**src/rtl/lruwb_pkg.sv**
```systemverilog
// Shared types and codes for the fully associative write-back cache controller.
package lruwb_pkg;

  typedef enum logic [2:0] {
    OP_GET       = 3'd0,
    OP_MARK      = 3'd1,
    OP_FLUSH     = 3'd2,
    OP_INV       = 3'd3,
    OP_FLUSH_ALL = 3'd4,
    OP_CLEAR     = 3'd5
  } op_t;

  typedef enum logic [1:0] {
    ACT_HIT  = 2'd0,
    ACT_WB   = 2'd1,
    ACT_FILL = 2'd2,
    ACT_DONE = 2'd3
  } act_t;

  typedef enum logic [2:0] {
    ST_IDLE,
    ST_SCAN,
    ST_RESOLVE,
    ST_EMIT,
    ST_WALK_RD,
    ST_WALK_CHK
  } state_t;

  // Running flags of the tag scan.
  typedef struct packed {
    logic hit;
    logic free;
  } scan_flags_t;

endpackage

```
**src/rtl/lruwb_if.sv**
```systemverilog
// Valid/ready channel interfaces for operation items and result items.
interface lruwb_in_if #(
  parameter int ID_WIDTH = 16
);
  logic                valid;
  logic                ready;
  logic [2:0]          operation;
  logic [ID_WIDTH-1:0] item_id;

  modport source (output valid, output operation, output item_id, input ready);
  modport sink   (input valid, input operation, input item_id, output ready);
endinterface

interface lruwb_out_if #(
  parameter int ENTRIES  = 16,
  parameter int ID_WIDTH = 16
);
  localparam int IDX_W = $clog2(ENTRIES);
  localparam int CNT_W = $clog2(ENTRIES + 1);

  logic                valid;
  logic                ready;
  logic [1:0]          action;
  logic [IDX_W-1:0]    slot;
  logic [ID_WIDTH-1:0] target_id;
  logic                found;
  logic [31:0]         hit_total;
  logic [31:0]         miss_total;
  logic [31:0]         eviction_total;
  logic [CNT_W-1:0]    occupancy;
  logic                last;

  modport source (output valid, output action, output slot, output target_id, output found,
                  output hit_total, output miss_total, output eviction_total,
                  output occupancy, output last, input ready);
  modport sink   (input valid, input action, input slot, input target_id, input found,
                  input hit_total, input miss_total, input eviction_total,
                  input occupancy, input last, output ready);
endinterface

```
**src/rtl/lru_writeback_cache_controller_core.sv**
```systemverilog
// Top level of the fully associative LRU write-back cache tag controller.
// A get, mark dirty, flush one or invalidate scans every entry once through the tag/age
// memory read port before its first result; flush all and clear read every entry in turn.
// A new item is taken only in the idle state, after the last result of the previous one
// has been loaded into the output register; output stalls hold the sequencer. Reset clears
// valid and dirty bits, counters and control state at once; the memories are not reset.
module lru_writeback_cache_controller_core #(
  parameter int ENTRIES  = 16,
  parameter int AGE_MAX  = 255,
  parameter int ID_WIDTH = 16
) (
  input logic              clk,
  input logic              rst_n,
  lruwb_in_if.sink         in_ch,
  lruwb_out_if.source      out_ch
);

  localparam int IDX_W = $clog2(ENTRIES);
  localparam int CNT_W = $clog2(ENTRIES + 1);
  localparam int AGE_W = $clog2(AGE_MAX + 1);

  // Sequencer state and the operation being worked on.
  lruwb_pkg::state_t state_r, state_nxt;
  logic [2:0]          op_r, op_nxt;
  logic [ID_WIDTH-1:0] id_r, id_nxt;
  logic [CNT_W-1:0]    cnt_r, cnt_nxt;
  logic                pipe_vld_r, pipe_vld_nxt;
  logic [IDX_W-1:0]    pipe_idx_r, pipe_idx_nxt;

  // Entry status bits live in flip-flops so that reset clears them at once.
  logic [ENTRIES-1:0]  valid_r, valid_nxt;
  logic [ENTRIES-1:0]  dirty_r, dirty_nxt;
  logic [CNT_W-1:0]    used_r, used_nxt;
  logic [31:0]         hit_cnt_r, hit_cnt_nxt;
  logic [31:0]         miss_cnt_r, miss_cnt_nxt;
  logic [31:0]         evict_cnt_r, evict_cnt_nxt;

  // Outcome of the scan, held for the result sequence.
  logic [IDX_W-1:0]    slot_r, slot_nxt;
  logic                found_r, found_nxt;
  logic                wb_pend_r, wb_pend_nxt;
  logic [ID_WIDTH-1:0] wb_tag_r, wb_tag_nxt;

  // Output register.
  logic                out_valid_r;
  logic [1:0]          out_action_r;
  logic [IDX_W-1:0]    out_slot_r;
  logic [ID_WIDTH-1:0] out_target_r;
  logic                out_found_r;
  logic [31:0]         out_hit_r;
  logic [31:0]         out_miss_r;
  logic [31:0]         out_evict_r;
  logic [CNT_W-1:0]    out_used_r;
  logic                out_last_r;

  // Result load request from the sequencer.
  logic                ld;
  lruwb_pkg::act_t     ld_action;
  logic [IDX_W-1:0]    ld_slot;
  logic [ID_WIDTH-1:0] ld_target;
  logic                ld_found;
  logic                ld_last;
  logic [CNT_W-1:0]    ld_used;
  logic                can_load;

  // Memory and scan unit connections.
  logic                rd_en;
  logic [IDX_W-1:0]    rd_addr;
  logic [ID_WIDTH-1:0] rd_tag;
  logic [AGE_W-1:0]    rd_age;
  logic                tag_we;
  logic [IDX_W-1:0]    tag_waddr;
  logic                age_we;
  logic [IDX_W-1:0]    age_waddr;
  logic [AGE_W-1:0]    age_wdata;
  logic                scan_start;
  logic [AGE_W-1:0]    age_inc;
  lruwb_pkg::scan_flags_t flags;
  logic [IDX_W-1:0]    hit_idx;
  logic [IDX_W-1:0]    free_idx;
  logic [IDX_W-1:0]    vic_idx;
  logic [ID_WIDTH-1:0] vic_tag;
  logic [IDX_W-1:0]    fill_idx;
  logic [IDX_W-1:0]    walk_idx;
  logic                in_ready_c;

  lruwb_store #(
    .ENTRIES  (ENTRIES),
    .ID_WIDTH (ID_WIDTH),
    .AGE_W    (AGE_W)
  ) u_store (
    .clk       (clk),
    .rd_en     (rd_en),
    .rd_addr   (rd_addr),
    .rd_tag    (rd_tag),
    .rd_age    (rd_age),
    .tag_we    (tag_we),
    .tag_waddr (tag_waddr),
    .tag_wdata (id_r),
    .age_we    (age_we),
    .age_waddr (age_waddr),
    .age_wdata (age_wdata)
  );

  // The scan unit sees each entry in the cycle after its memory read is issued.
  lruwb_scan #(
    .ENTRIES  (ENTRIES),
    .ID_WIDTH (ID_WIDTH),
    .AGE_MAX  (AGE_MAX),
    .AGE_W    (AGE_W)
  ) u_scan (
    .clk       (clk),
    .rst_n     (rst_n),
    .start     (scan_start),
    .proc      (pipe_vld_r),
    .idx       (pipe_idx_r),
    .id        (id_r),
    .tag       (rd_tag),
    .age       (rd_age),
    .ent_valid (valid_r[pipe_idx_r]),
    .age_inc   (age_inc),
    .flags     (flags),
    .hit_idx   (hit_idx),
    .free_idx  (free_idx),
    .vic_idx   (vic_idx),
    .vic_tag   (vic_tag)
  );

  assign can_load = !out_valid_r || out_ch.ready;
  assign fill_idx = flags.free ? free_idx : vic_idx;
  assign walk_idx = cnt_r[IDX_W-1:0];

  always_ff @(posedge clk) begin
    if (!rst_n) begin
      state_r     <= lruwb_pkg::ST_IDLE;
      cnt_r       <= '0;
      pipe_vld_r  <= 1'b0;
      valid_r     <= '0;
      dirty_r     <= '0;
      used_r      <= '0;
      hit_cnt_r   <= '0;
      miss_cnt_r  <= '0;
      evict_cnt_r <= '0;
      wb_pend_r   <= 1'b0;
      out_valid_r <= 1'b0;
    end else begin
      state_r     <= state_nxt;
      cnt_r       <= cnt_nxt;
      pipe_vld_r  <= pipe_vld_nxt;
      valid_r     <= valid_nxt;
      dirty_r     <= dirty_nxt;
      used_r      <= used_nxt;
      hit_cnt_r   <= hit_cnt_nxt;
      miss_cnt_r  <= miss_cnt_nxt;
      evict_cnt_r <= evict_cnt_nxt;
      wb_pend_r   <= wb_pend_nxt;
      if (ld) begin
        out_valid_r <= 1'b1;
      end else if (out_ch.ready) begin
        out_valid_r <= 1'b0;
      end
    end
  end

  always_ff @(posedge clk) begin
    op_r       <= op_nxt;
    id_r       <= id_nxt;
    pipe_idx_r <= pipe_idx_nxt;
    slot_r     <= slot_nxt;
    found_r    <= found_nxt;
    wb_tag_r   <= wb_tag_nxt;
    if (ld) begin
      out_action_r <= ld_action;
      out_slot_r   <= ld_slot;
      out_target_r <= ld_target;
      out_found_r  <= ld_found;
      out_hit_r    <= hit_cnt_r;
      out_miss_r   <= miss_cnt_r;
      out_evict_r  <= evict_cnt_r;
      out_used_r   <= ld_used;
      out_last_r   <= ld_last;
    end
  end

  always_comb begin
    state_nxt     = state_r;
    op_nxt        = op_r;
    id_nxt        = id_r;
    cnt_nxt       = cnt_r;
    pipe_vld_nxt  = 1'b0;
    pipe_idx_nxt  = pipe_idx_r;
    valid_nxt     = valid_r;
    dirty_nxt     = dirty_r;
    used_nxt      = used_r;
    hit_cnt_nxt   = hit_cnt_r;
    miss_cnt_nxt  = miss_cnt_r;
    evict_cnt_nxt = evict_cnt_r;
    slot_nxt      = slot_r;
    found_nxt     = found_r;
    wb_pend_nxt   = wb_pend_r;
    wb_tag_nxt    = wb_tag_r;
    scan_start    = 1'b0;
    in_ready_c    = 1'b0;
    rd_en         = 1'b0;
    rd_addr       = walk_idx;
    tag_we        = 1'b0;
    tag_waddr     = fill_idx;
    age_we        = 1'b0;
    age_waddr     = pipe_idx_r;
    age_wdata     = age_inc;
    ld            = 1'b0;
    ld_action     = lruwb_pkg::ACT_DONE;
    ld_slot       = '0;
    ld_target     = '0;
    ld_found      = 1'b0;
    ld_last       = 1'b1;
    ld_used       = used_r;

    unique case (state_r)
      lruwb_pkg::ST_IDLE: begin
        in_ready_c = 1'b1;
        if (in_ch.valid) begin
          op_nxt      = in_ch.operation;
          id_nxt      = in_ch.item_id;
          cnt_nxt     = '0;
          scan_start  = 1'b1;
          wb_pend_nxt = 1'b0;
          found_nxt   = 1'b0;
          slot_nxt    = '0;
          case (in_ch.operation) inside
            lruwb_pkg::OP_GET, lruwb_pkg::OP_MARK, lruwb_pkg::OP_FLUSH, lruwb_pkg::OP_INV: begin
              state_nxt = lruwb_pkg::ST_SCAN;
            end
            lruwb_pkg::OP_FLUSH_ALL, lruwb_pkg::OP_CLEAR: begin
              state_nxt = lruwb_pkg::ST_WALK_RD;
            end
            default: begin
              state_nxt = lruwb_pkg::ST_EMIT;
            end
          endcase
        end
      end

      // One memory read per cycle; a get also ages every entry as it passes the unit.
      lruwb_pkg::ST_SCAN: begin
        if (cnt_r != CNT_W'(ENTRIES)) begin
          rd_en        = 1'b1;
          cnt_nxt      = cnt_r + CNT_W'(1);
          pipe_vld_nxt = 1'b1;
          pipe_idx_nxt = walk_idx;
        end else if (pipe_vld_r) begin
          state_nxt = lruwb_pkg::ST_RESOLVE;
        end
        age_we = pipe_vld_r && (op_r == lruwb_pkg::OP_GET);
      end

      // Scanned ops change state here, save scan ageing and an invalidate's entry drop.
      lruwb_pkg::ST_RESOLVE: begin
        state_nxt = lruwb_pkg::ST_EMIT;
        found_nxt = flags.hit;
        slot_nxt  = flags.hit ? hit_idx : '0;
        case (op_r)
          lruwb_pkg::OP_GET: begin
            age_wdata = '0;
            if (flags.hit) begin
              hit_cnt_nxt = hit_cnt_r + 32'd1;
              age_we      = 1'b1;
              age_waddr   = hit_idx;
            end else begin
              miss_cnt_nxt = miss_cnt_r + 32'd1;
              if (flags.free) begin
                used_nxt = used_r + CNT_W'(1);
              end else begin
                // Cache full: the oldest entry is replaced in place.
                evict_cnt_nxt = evict_cnt_r + 32'd1;
                wb_pend_nxt   = dirty_r[vic_idx];
                wb_tag_nxt    = vic_tag;
              end
              valid_nxt[fill_idx] = 1'b1;
              dirty_nxt[fill_idx] = 1'b0;
              tag_we              = 1'b1;
              age_we              = 1'b1;
              age_waddr           = fill_idx;
              slot_nxt            = fill_idx;
            end
          end
          lruwb_pkg::OP_MARK: begin
            if (flags.hit) begin
              dirty_nxt[hit_idx] = 1'b1;
            end
          end
          default: begin
            // Flush one and invalidate both write a dirty hit back first.
            if (flags.hit && dirty_r[hit_idx]) begin
              dirty_nxt[hit_idx] = 1'b0;
              wb_pend_nxt        = 1'b1;
              wb_tag_nxt         = id_r;
            end
          end
        endcase
      end

      lruwb_pkg::ST_EMIT: begin
        if (can_load) begin
          ld = 1'b1;
          if (wb_pend_r) begin
            wb_pend_nxt = 1'b0;
            ld_action   = lruwb_pkg::ACT_WB;
            ld_slot     = slot_r;
            ld_target   = wb_tag_r;
            ld_last     = 1'b0;
            if (op_r == lruwb_pkg::OP_GET) begin
              // The victim counts as dropped until its fill result.
              ld_used  = used_r - CNT_W'(1);
              ld_found = 1'b0;
            end else begin
              ld_found = 1'b1;
            end
          end else begin
            state_nxt = lruwb_pkg::ST_IDLE;
            case (op_r) inside
              lruwb_pkg::OP_GET: begin
                ld_action = found_r ? lruwb_pkg::ACT_HIT : lruwb_pkg::ACT_FILL;
                ld_slot   = slot_r;
                ld_target = id_r;
                ld_found  = found_r;
              end
              lruwb_pkg::OP_MARK, lruwb_pkg::OP_FLUSH: begin
                ld_slot   = slot_r;
                ld_target = id_r;
                ld_found  = found_r;
              end
              lruwb_pkg::OP_INV: begin
                ld_slot   = slot_r;
                ld_target = id_r;
                ld_found  = found_r;
                if (found_r) begin
                  valid_nxt[slot_r] = 1'b0;
                  dirty_nxt[slot_r] = 1'b0;
                  used_nxt          = used_r - CNT_W'(1);
                  ld_used           = used_r - CNT_W'(1);
                end
              end
              lruwb_pkg::OP_CLEAR: begin
                valid_nxt = '0;
                dirty_nxt = '0;
                used_nxt  = '0;
                ld_used   = '0;
              end
              default: begin
                ld_slot = '0;
              end
            endcase
          end
        end
      end

      lruwb_pkg::ST_WALK_RD: begin
        rd_en     = 1'b1;
        state_nxt = lruwb_pkg::ST_WALK_CHK;
      end

      // The tag read is held until a dirty entry's writeback can be loaded.
      lruwb_pkg::ST_WALK_CHK: begin
        if (!(valid_r[walk_idx] && dirty_r[walk_idx]) || can_load) begin
          if (valid_r[walk_idx] && dirty_r[walk_idx]) begin
            ld                  = 1'b1;
            ld_action           = lruwb_pkg::ACT_WB;
            ld_slot             = walk_idx;
            ld_target           = rd_tag;
            ld_found            = 1'b1;
            ld_last             = 1'b0;
            dirty_nxt[walk_idx] = 1'b0;
          end
          if (cnt_r == CNT_W'(ENTRIES - 1)) begin
            state_nxt = lruwb_pkg::ST_EMIT;
          end else begin
            cnt_nxt   = cnt_r + CNT_W'(1);
            state_nxt = lruwb_pkg::ST_WALK_RD;
          end
        end
      end

      default: begin
        state_nxt = lruwb_pkg::ST_IDLE;
      end
    endcase
  end

  assign in_ch.ready           = in_ready_c;
  assign out_ch.valid          = out_valid_r;
  assign out_ch.action         = out_action_r;
  assign out_ch.slot           = out_slot_r;
  assign out_ch.target_id      = out_target_r;
  assign out_ch.found          = out_found_r;
  assign out_ch.hit_total      = out_hit_r;
  assign out_ch.miss_total     = out_miss_r;
  assign out_ch.eviction_total = out_evict_r;
  assign out_ch.occupancy      = out_used_r;
  assign out_ch.last           = out_last_r;

endmodule

```
**src/rtl/lruwb_store.sv**
```systemverilog
// Tag and age memories, one write port each and a shared read address with registered read data.
module lruwb_store #(
  parameter int ENTRIES  = 16,
  parameter int ID_WIDTH = 16,
  parameter int AGE_W    = 8
) (
  input  logic                       clk,
  input  logic                       rd_en,
  input  logic [$clog2(ENTRIES)-1:0] rd_addr,
  output logic [ID_WIDTH-1:0]        rd_tag,
  output logic [AGE_W-1:0]           rd_age,
  input  logic                       tag_we,
  input  logic [$clog2(ENTRIES)-1:0] tag_waddr,
  input  logic [ID_WIDTH-1:0]        tag_wdata,
  input  logic                       age_we,
  input  logic [$clog2(ENTRIES)-1:0] age_waddr,
  input  logic [AGE_W-1:0]           age_wdata
);

  logic [ID_WIDTH-1:0] tag_mem [ENTRIES];
  logic [AGE_W-1:0]    age_mem [ENTRIES];
  logic [ID_WIDTH-1:0] rd_tag_r;
  logic [AGE_W-1:0]    rd_age_r;

  always_ff @(posedge clk) begin
    if (tag_we) begin
      tag_mem[tag_waddr] <= tag_wdata;
    end
    if (rd_en) begin
      rd_tag_r <= tag_mem[rd_addr];
    end
  end

  always_ff @(posedge clk) begin
    if (age_we) begin
      age_mem[age_waddr] <= age_wdata;
    end
    if (rd_en) begin
      rd_age_r <= age_mem[rd_addr];
    end
  end

  assign rd_tag = rd_tag_r;
  assign rd_age = rd_age_r;

endmodule

```
**src/rtl/lruwb_scan.sv**
```systemverilog
// Shared compare unit: tag match, free-slot search, oldest-entry search and age increment.
module lruwb_scan #(
  parameter int ENTRIES  = 16,
  parameter int ID_WIDTH = 16,
  parameter int AGE_MAX  = 255,
  parameter int AGE_W    = 8
) (
  input  logic                       clk,
  input  logic                       rst_n,
  input  logic                       start,
  input  logic                       proc,
  input  logic [$clog2(ENTRIES)-1:0] idx,
  input  logic [ID_WIDTH-1:0]        id,
  input  logic [ID_WIDTH-1:0]        tag,
  input  logic [AGE_W-1:0]           age,
  input  logic                       ent_valid,
  output logic [AGE_W-1:0]           age_inc,
  output lruwb_pkg::scan_flags_t     flags,
  output logic [$clog2(ENTRIES)-1:0] hit_idx,
  output logic [$clog2(ENTRIES)-1:0] free_idx,
  output logic [$clog2(ENTRIES)-1:0] vic_idx,
  output logic [ID_WIDTH-1:0]        vic_tag
);

  localparam int IDX_W = $clog2(ENTRIES);

  lruwb_pkg::scan_flags_t flags_r;
  logic [IDX_W-1:0]       hit_idx_r;
  logic [IDX_W-1:0]       free_idx_r;
  logic [IDX_W-1:0]       vic_idx_r;
  logic [AGE_W-1:0]       vic_age_r;
  logic [ID_WIDTH-1:0]    vic_tag_r;

  // Ages saturate at AGE_MAX.
  assign age_inc = (age < AGE_W'(AGE_MAX)) ? age + AGE_W'(1) : age;

  always_ff @(posedge clk) begin
    if (!rst_n || start) begin
      flags_r <= '0;
    end else if (proc) begin
      if (ent_valid && (tag == id) && !flags_r.hit) begin
        flags_r.hit <= 1'b1;
      end
      if (!ent_valid && !flags_r.free) begin
        flags_r.free <= 1'b1;
      end
    end
  end

  always_ff @(posedge clk) begin
    if (proc) begin
      if (ent_valid && (tag == id) && !flags_r.hit) begin
        hit_idx_r <= idx;
      end
      if (!ent_valid && !flags_r.free) begin
        free_idx_r <= idx;
      end
      // Strictly greater keeps the lowest index among equal ages.
      if ((idx == '0) || (age > vic_age_r)) begin
        vic_idx_r <= idx;
        vic_age_r <= age;
        vic_tag_r <= tag;
      end
    end
  end

  assign flags    = flags_r;
  assign hit_idx  = hit_idx_r;
  assign free_idx = free_idx_r;
  assign vic_idx  = vic_idx_r;
  assign vic_tag  = vic_tag_r;

endmodule

```
**src/flat_wrapper.sv**
```systemverilog
// flat-port wrapper written by rule: the top's interface ports become plain ports
module lru_writeback_cache_controller_core_flat 
#(
  parameter int ENTRIES  = 16,
  parameter int AGE_MAX  = 255,
  parameter int ID_WIDTH = 16
)
  (clk, rst_n, in_ch_valid, in_ch_operation, in_ch_item_id, in_ch_ready, out_ch_valid, out_ch_action, out_ch_slot, out_ch_target_id, out_ch_found, out_ch_hit_total, out_ch_miss_total, out_ch_eviction_total, out_ch_occupancy, out_ch_last, out_ch_ready);
  lruwb_in_if #(.ID_WIDTH(ID_WIDTH)) in_ch_i ();
  lruwb_out_if #(.ENTRIES(ENTRIES), .ID_WIDTH(ID_WIDTH)) out_ch_i ();
  input logic clk;
  input logic rst_n;
  input wire logic [$bits(in_ch_i.valid)-1:0] in_ch_valid;
  input wire logic [$bits(in_ch_i.operation)-1:0] in_ch_operation;
  input wire logic [$bits(in_ch_i.item_id)-1:0] in_ch_item_id;
  output wire logic [$bits(in_ch_i.ready)-1:0] in_ch_ready;
  output wire logic [$bits(out_ch_i.valid)-1:0] out_ch_valid;
  output wire logic [$bits(out_ch_i.action)-1:0] out_ch_action;
  output wire logic [$bits(out_ch_i.slot)-1:0] out_ch_slot;
  output wire logic [$bits(out_ch_i.target_id)-1:0] out_ch_target_id;
  output wire logic [$bits(out_ch_i.found)-1:0] out_ch_found;
  output wire logic [$bits(out_ch_i.hit_total)-1:0] out_ch_hit_total;
  output wire logic [$bits(out_ch_i.miss_total)-1:0] out_ch_miss_total;
  output wire logic [$bits(out_ch_i.eviction_total)-1:0] out_ch_eviction_total;
  output wire logic [$bits(out_ch_i.occupancy)-1:0] out_ch_occupancy;
  output wire logic [$bits(out_ch_i.last)-1:0] out_ch_last;
  input wire logic [$bits(out_ch_i.ready)-1:0] out_ch_ready;
  assign in_ch_i.valid = in_ch_valid;
  assign in_ch_i.operation = in_ch_operation;
  assign in_ch_i.item_id = in_ch_item_id;
  assign in_ch_ready = in_ch_i.ready;
  assign out_ch_valid = out_ch_i.valid;
  assign out_ch_action = out_ch_i.action;
  assign out_ch_slot = out_ch_i.slot;
  assign out_ch_target_id = out_ch_i.target_id;
  assign out_ch_found = out_ch_i.found;
  assign out_ch_hit_total = out_ch_i.hit_total;
  assign out_ch_miss_total = out_ch_i.miss_total;
  assign out_ch_eviction_total = out_ch_i.eviction_total;
  assign out_ch_occupancy = out_ch_i.occupancy;
  assign out_ch_last = out_ch_i.last;
  assign out_ch_i.ready = out_ch_ready;
  lru_writeback_cache_controller_core #(.ENTRIES(ENTRIES), .AGE_MAX(AGE_MAX), .ID_WIDTH(ID_WIDTH)) u_core (.clk(clk), .rst_n(rst_n), .in_ch(in_ch_i), .out_ch(out_ch_i));
endmodule
```
**config.mk**
```make
export PLATFORM = sky130hd
export DESIGN_NAME = lru_writeback_cache_controller_core_flat
export DESIGN_NICKNAME = d
export VERILOG_FILES = /design/src/rtl/lruwb_pkg.sv /design/src/rtl/lruwb_if.sv /design/src/rtl/lru_writeback_cache_controller_core.sv /design/src/rtl/lruwb_store.sv /design/src/rtl/lruwb_scan.sv /design/src/flat_wrapper.sv
export SDC_FILE = /design/constraint.sdc
export NUM_CORES = 1
export LEC_CHECK = 0
export ABC_AREA = 1
export BUFFER_PORTS_ARGS = -buffer_cell sky130_fd_sc_hd__buf_2
export CAP_MARGIN = 20
export CORE_MARGIN = 2
export CORE_UTILIZATION = 62
export CTS_CLUSTER_DIAMETER = 50
export DETAILED_ROUTE_END_ITERATION = 7
export GPL_TIMING_DRIVEN = 1
export PLACE_DENSITY = 0.92
export SLEW_MARGIN = 20
export SYNTH_ARGS = -nofsm -noshare
export SYNTH_HDL_FRONTEND = slang
export SYNTH_SLANG_ARGS = --single-unit
export TNS_END_PERCENT = 20
```
**constraint.sdc**
```tcl
create_clock -name clk -period 5.44 [get_ports clk]
set_clock_uncertainty 0.05 [all_clocks]
set_input_delay 1.088 -clock clk [delete_from_list [all_inputs] [get_ports clk]]
set_output_delay 1.088 -clock clk [all_outputs]
set_load 0.01 [all_outputs]
```
==> impl_metrics.json <==
{
  "status": "finished, violations left",
  "violations": "DRC",
  "hp-class": "register to register",
  "synth_most_common_cell": "nand2_1",
  "reg2reg_slack_ns": 1.54,
  "cts_resized": 0,
  "whs_endpoint": "u_core.out_ch.hit_total[9]",
  "peakVddDrop_mv": 0.505,
  "grt_pass1_vias": 24900,
  "yosysTopAreaCellShare": 0.555,
  "cts_buffer_depth": 3,
  "whs_path_depth": 0,
  "rows": 84,
  "synthArstFlopShare": 0,
  "synth-seq-cells": 759,
  "clk_pin_slew_worst_paths_ns": 0.06,
  "power_density_mw_per_mm2": 455,
  "cts_setup_buffers": 0,
  "cts-root-buf": "clkbuf_16",
  "hold_start": "u_core.hit_cnt_r[9]",
  "globalplace.congestion": 1.00,
  "fin_nets": 3460,
  "synth_area_mm2": 0.0332,
  "setup.worst_path.end_class": "register",
  "via_per_inst": 6.33,
  "cts_tree": "yes",
  "grt_max_degree": 112,
  "routed_wl_um": 90800,
  "cts.sinks": 759,
  "drt_iter0_drc": 3961,
  "cp.required_ns": 5.70,
  "start_kind": "register",
  "p_leak_nw": 13.2,
  "hpwl_um": 59100,
  "tightest_slew_ns": 1.10,
  "synth_area_leaders": "edfxtp_1, dfxtp_1, nand2_1",
  "path_buf_inv": 2,
  "antenna_cells": 0,
  "grt_pass1_wl_um": 139000,
  "synth-edff-count": 613,
  "die_y_um": 235,
  "grt_overflow": 0,
  "clk_latency_ns": 0.65,
  "yosysSeqAreaShare": 0.643,
  "postSynthAreaPerCell_um2": 10.1,
  "fin_area_mm2": 0.0373,
  "wl_per_cell_um": 21.8,
  "maxCapViolCount": 0,
  "die_area_mm2": 0.0553,
  "antenna_left": 0,
  "path_max_fanout": 83,
  "hold_violations": 0,
  "crit_path_top_delay_cell": "dfxtp_4",
  "rsz0062_at_grt": "false",
  "vias": 26400,
  "cp_cell_sequence": "buf_4, o21ai_0, o21ai_0, nand2_1, nand4_1, nand4_1, nand2_4, buf_12",
  "die_w_um": 235,
  "synthesis.yosys.warnings": 0,
  "critPathTopFamily": "buffers and inverters",
  "synth_flop_cell": "edfxtp_1",
  "yosysUniqueCellTypes": 58,
  "layout-drive-gt1-share": 0.113,
  "num-fill-cells": 3486,
  "numCtsBuffers": 80,
  "core_mm2": 0.0528,
  "synth_nets": 3321,
  "start_util": 0.628,
  "reg2reg_to": "u_core.out_ch.hit_total[17]",
  "tns_ns": 0,
  "cts_hold_buf": 0,
  "worstSetupPathType": "register to register",
  "drc": 2,
  "post-route-period-util": 0.718,
  "grt_antenna_before_repair": 1,
  "r2r_cells": 8,
  "htreeDepth": 3,
  "r2r_start": "u_core.cnt_r[0]",
  "slew_headroom": 0.264,
  "timing.final.crit_period_ns": 3.90,
  "crit_start": "u_core.cnt_r[0]",
  "fin_hold_ws_ns": 0.377,
  "place_area_mm2": 0.0347,
  "yosys.area.top_type": "edfxtp_1",
  "portBuffers": 149,
  "firstDrtPassIters": 8,
  "area_growth_pct": 12.6,
  "postSynthCellCount": 3279,
  "max_freq_ghz": 0.256,
  "critPathMaxStageDelay_ns": 0.81,
  "ios": 150,
  "track_usage": 0.323,
  "slew_viol_final": 0,
  "setup_violations": 0,
  "netlist_top_cells_count": "nand2_1, edfxtp_1, nor2_1",
  "cp_data_arrival_time_ns": 4.17
}
-- cells by family after synthesis --
logic type	share of synthesized area
compound gates	0.112
xor+xnor	0.0108
fa+ha+maj	0.00717
buf+inv	0.0492
flops	0.643
simple gates	0.177
-- worst register-to-register path: stages (launching register included) --
cell and delay [ns]:
dfxtp_4 0.81, buf_4 0.83, o21ai_0 0.19, o21ai_0 0.17, nand2_1 0.07, nand4_1 0.12, nand4_1 0.18, nand2_4 0.73
buf_12 0.42
-- worst max path at each step --
stage,end,slack [ns],cells after the start
2_1_floorplan,u_core.out_ch.action[0],0.63,4
3_3_place_gp,u_core.out_ch.hit_total[12],1.69,8
3_5_place_dp,u_core.out_ch.hit_total[5],1.63,8
4_1_cts,u_core.out_ch.eviction_total[1],1.62,8
5_1_grt,u_core.out_ch.eviction_total[1],1.20,8
6_report,u_core.out_ch.hit_total[17],1.54,8
-- cells in the final DEF, fill, tap and decap left out, types with 4 or more instances in the layout --
master,instances
a221oi_1,4
nand3_1,97
nor3b_1,6
nor3_1,94
a21oi_1,146
nand3_2,4
xnor2_1,14
nor4_1,12
a21oi_2,6
nand4_1,82
buf_2,149
o211ai_1,11
bufinv_16,7
clkinv_2,14
a211oi_1,4
inv_2,5
dfxtp_1,144
o21ai_0,353
nand2_2,9
o22ai_1,107
clkbuf_16,83
inv_6,4
inv_1,269
a31oi_1,28
clkinv_1,15
nand2_1,616
nor2_2,12
nor2_1,374
xor2_1,27
nor3_2,22
o21a_1,6
nor2_4,7
ha_1,19
clkbuf_1,18
buf_4,45
and3_1,6
edfxtp_1,613
-- sequential cells by signal, summed over array words and instances, names as in the netlist, 16 cells and up --
| name | cells |
|---|---|
| u_core.id_r | 16 |
| u_core.out_ch.miss_total | 32 |
| u_core.hit_cnt_r | 32 |
| u_core.out_ch.eviction_total | 32 |
| u_core.valid_r | 16 |
| u_core.evict_cnt_r | 32 |
| u_core.u_store.rd_tag | 16 |
| u_core.miss_cnt_r | 32 |
| u_core.u_store.tag_mem | 256 |
| u_core.out_ch.hit_total | 32 |
| u_core.out_ch.target_id | 16 |
| u_core.dirty_r | 16 |
| u_core.u_store.age_mem | 128 |
| u_core.u_scan.vic_tag | 16 |
| u_core.wb_tag_r | 16 |
-- through the flow --
step	utilization	power (mW)	instances	worst slack, ns
floorplan	-	10.1	3279	0.631
global placement	0.657	11.3	4024	1.69
detailed placement	0.657	11.5	4024	1.63
CTS	0.707	16.9	4169	1.62
global route	0.707	17.6	4169	1.20
finish	0.707	17.0	4169	1.54
-- report_power, final --
part	internal [mW]	total [mW]	switching, mW
clock network	3.17	5.45	2.29
registers	7.18	7.75	0.568
logic	1.01	3.80	2.78
total	11.4	17.0	5.64
-- per-layer routing --
metal  track usage  share of wire
met4         0.157          0.048
met2         0.516           0.47
met1         0.428           0.36
met3        0.0644           0.12
met5             0              0
-- cell type report --
cell class	count	area, um^2	share of cell area
clock buffers	101	2140	0.0575
clock inverters	44	483	0.0129
inverters	280	1060	0.0283
multi-input cells	2102	10300	0.277
flip-flops and latches	759	21300	0.572
well taps	688	861	0.0231
repair buffers	195	1100	0.0296
No activity file was read; power rests on OpenSTA's default activity.
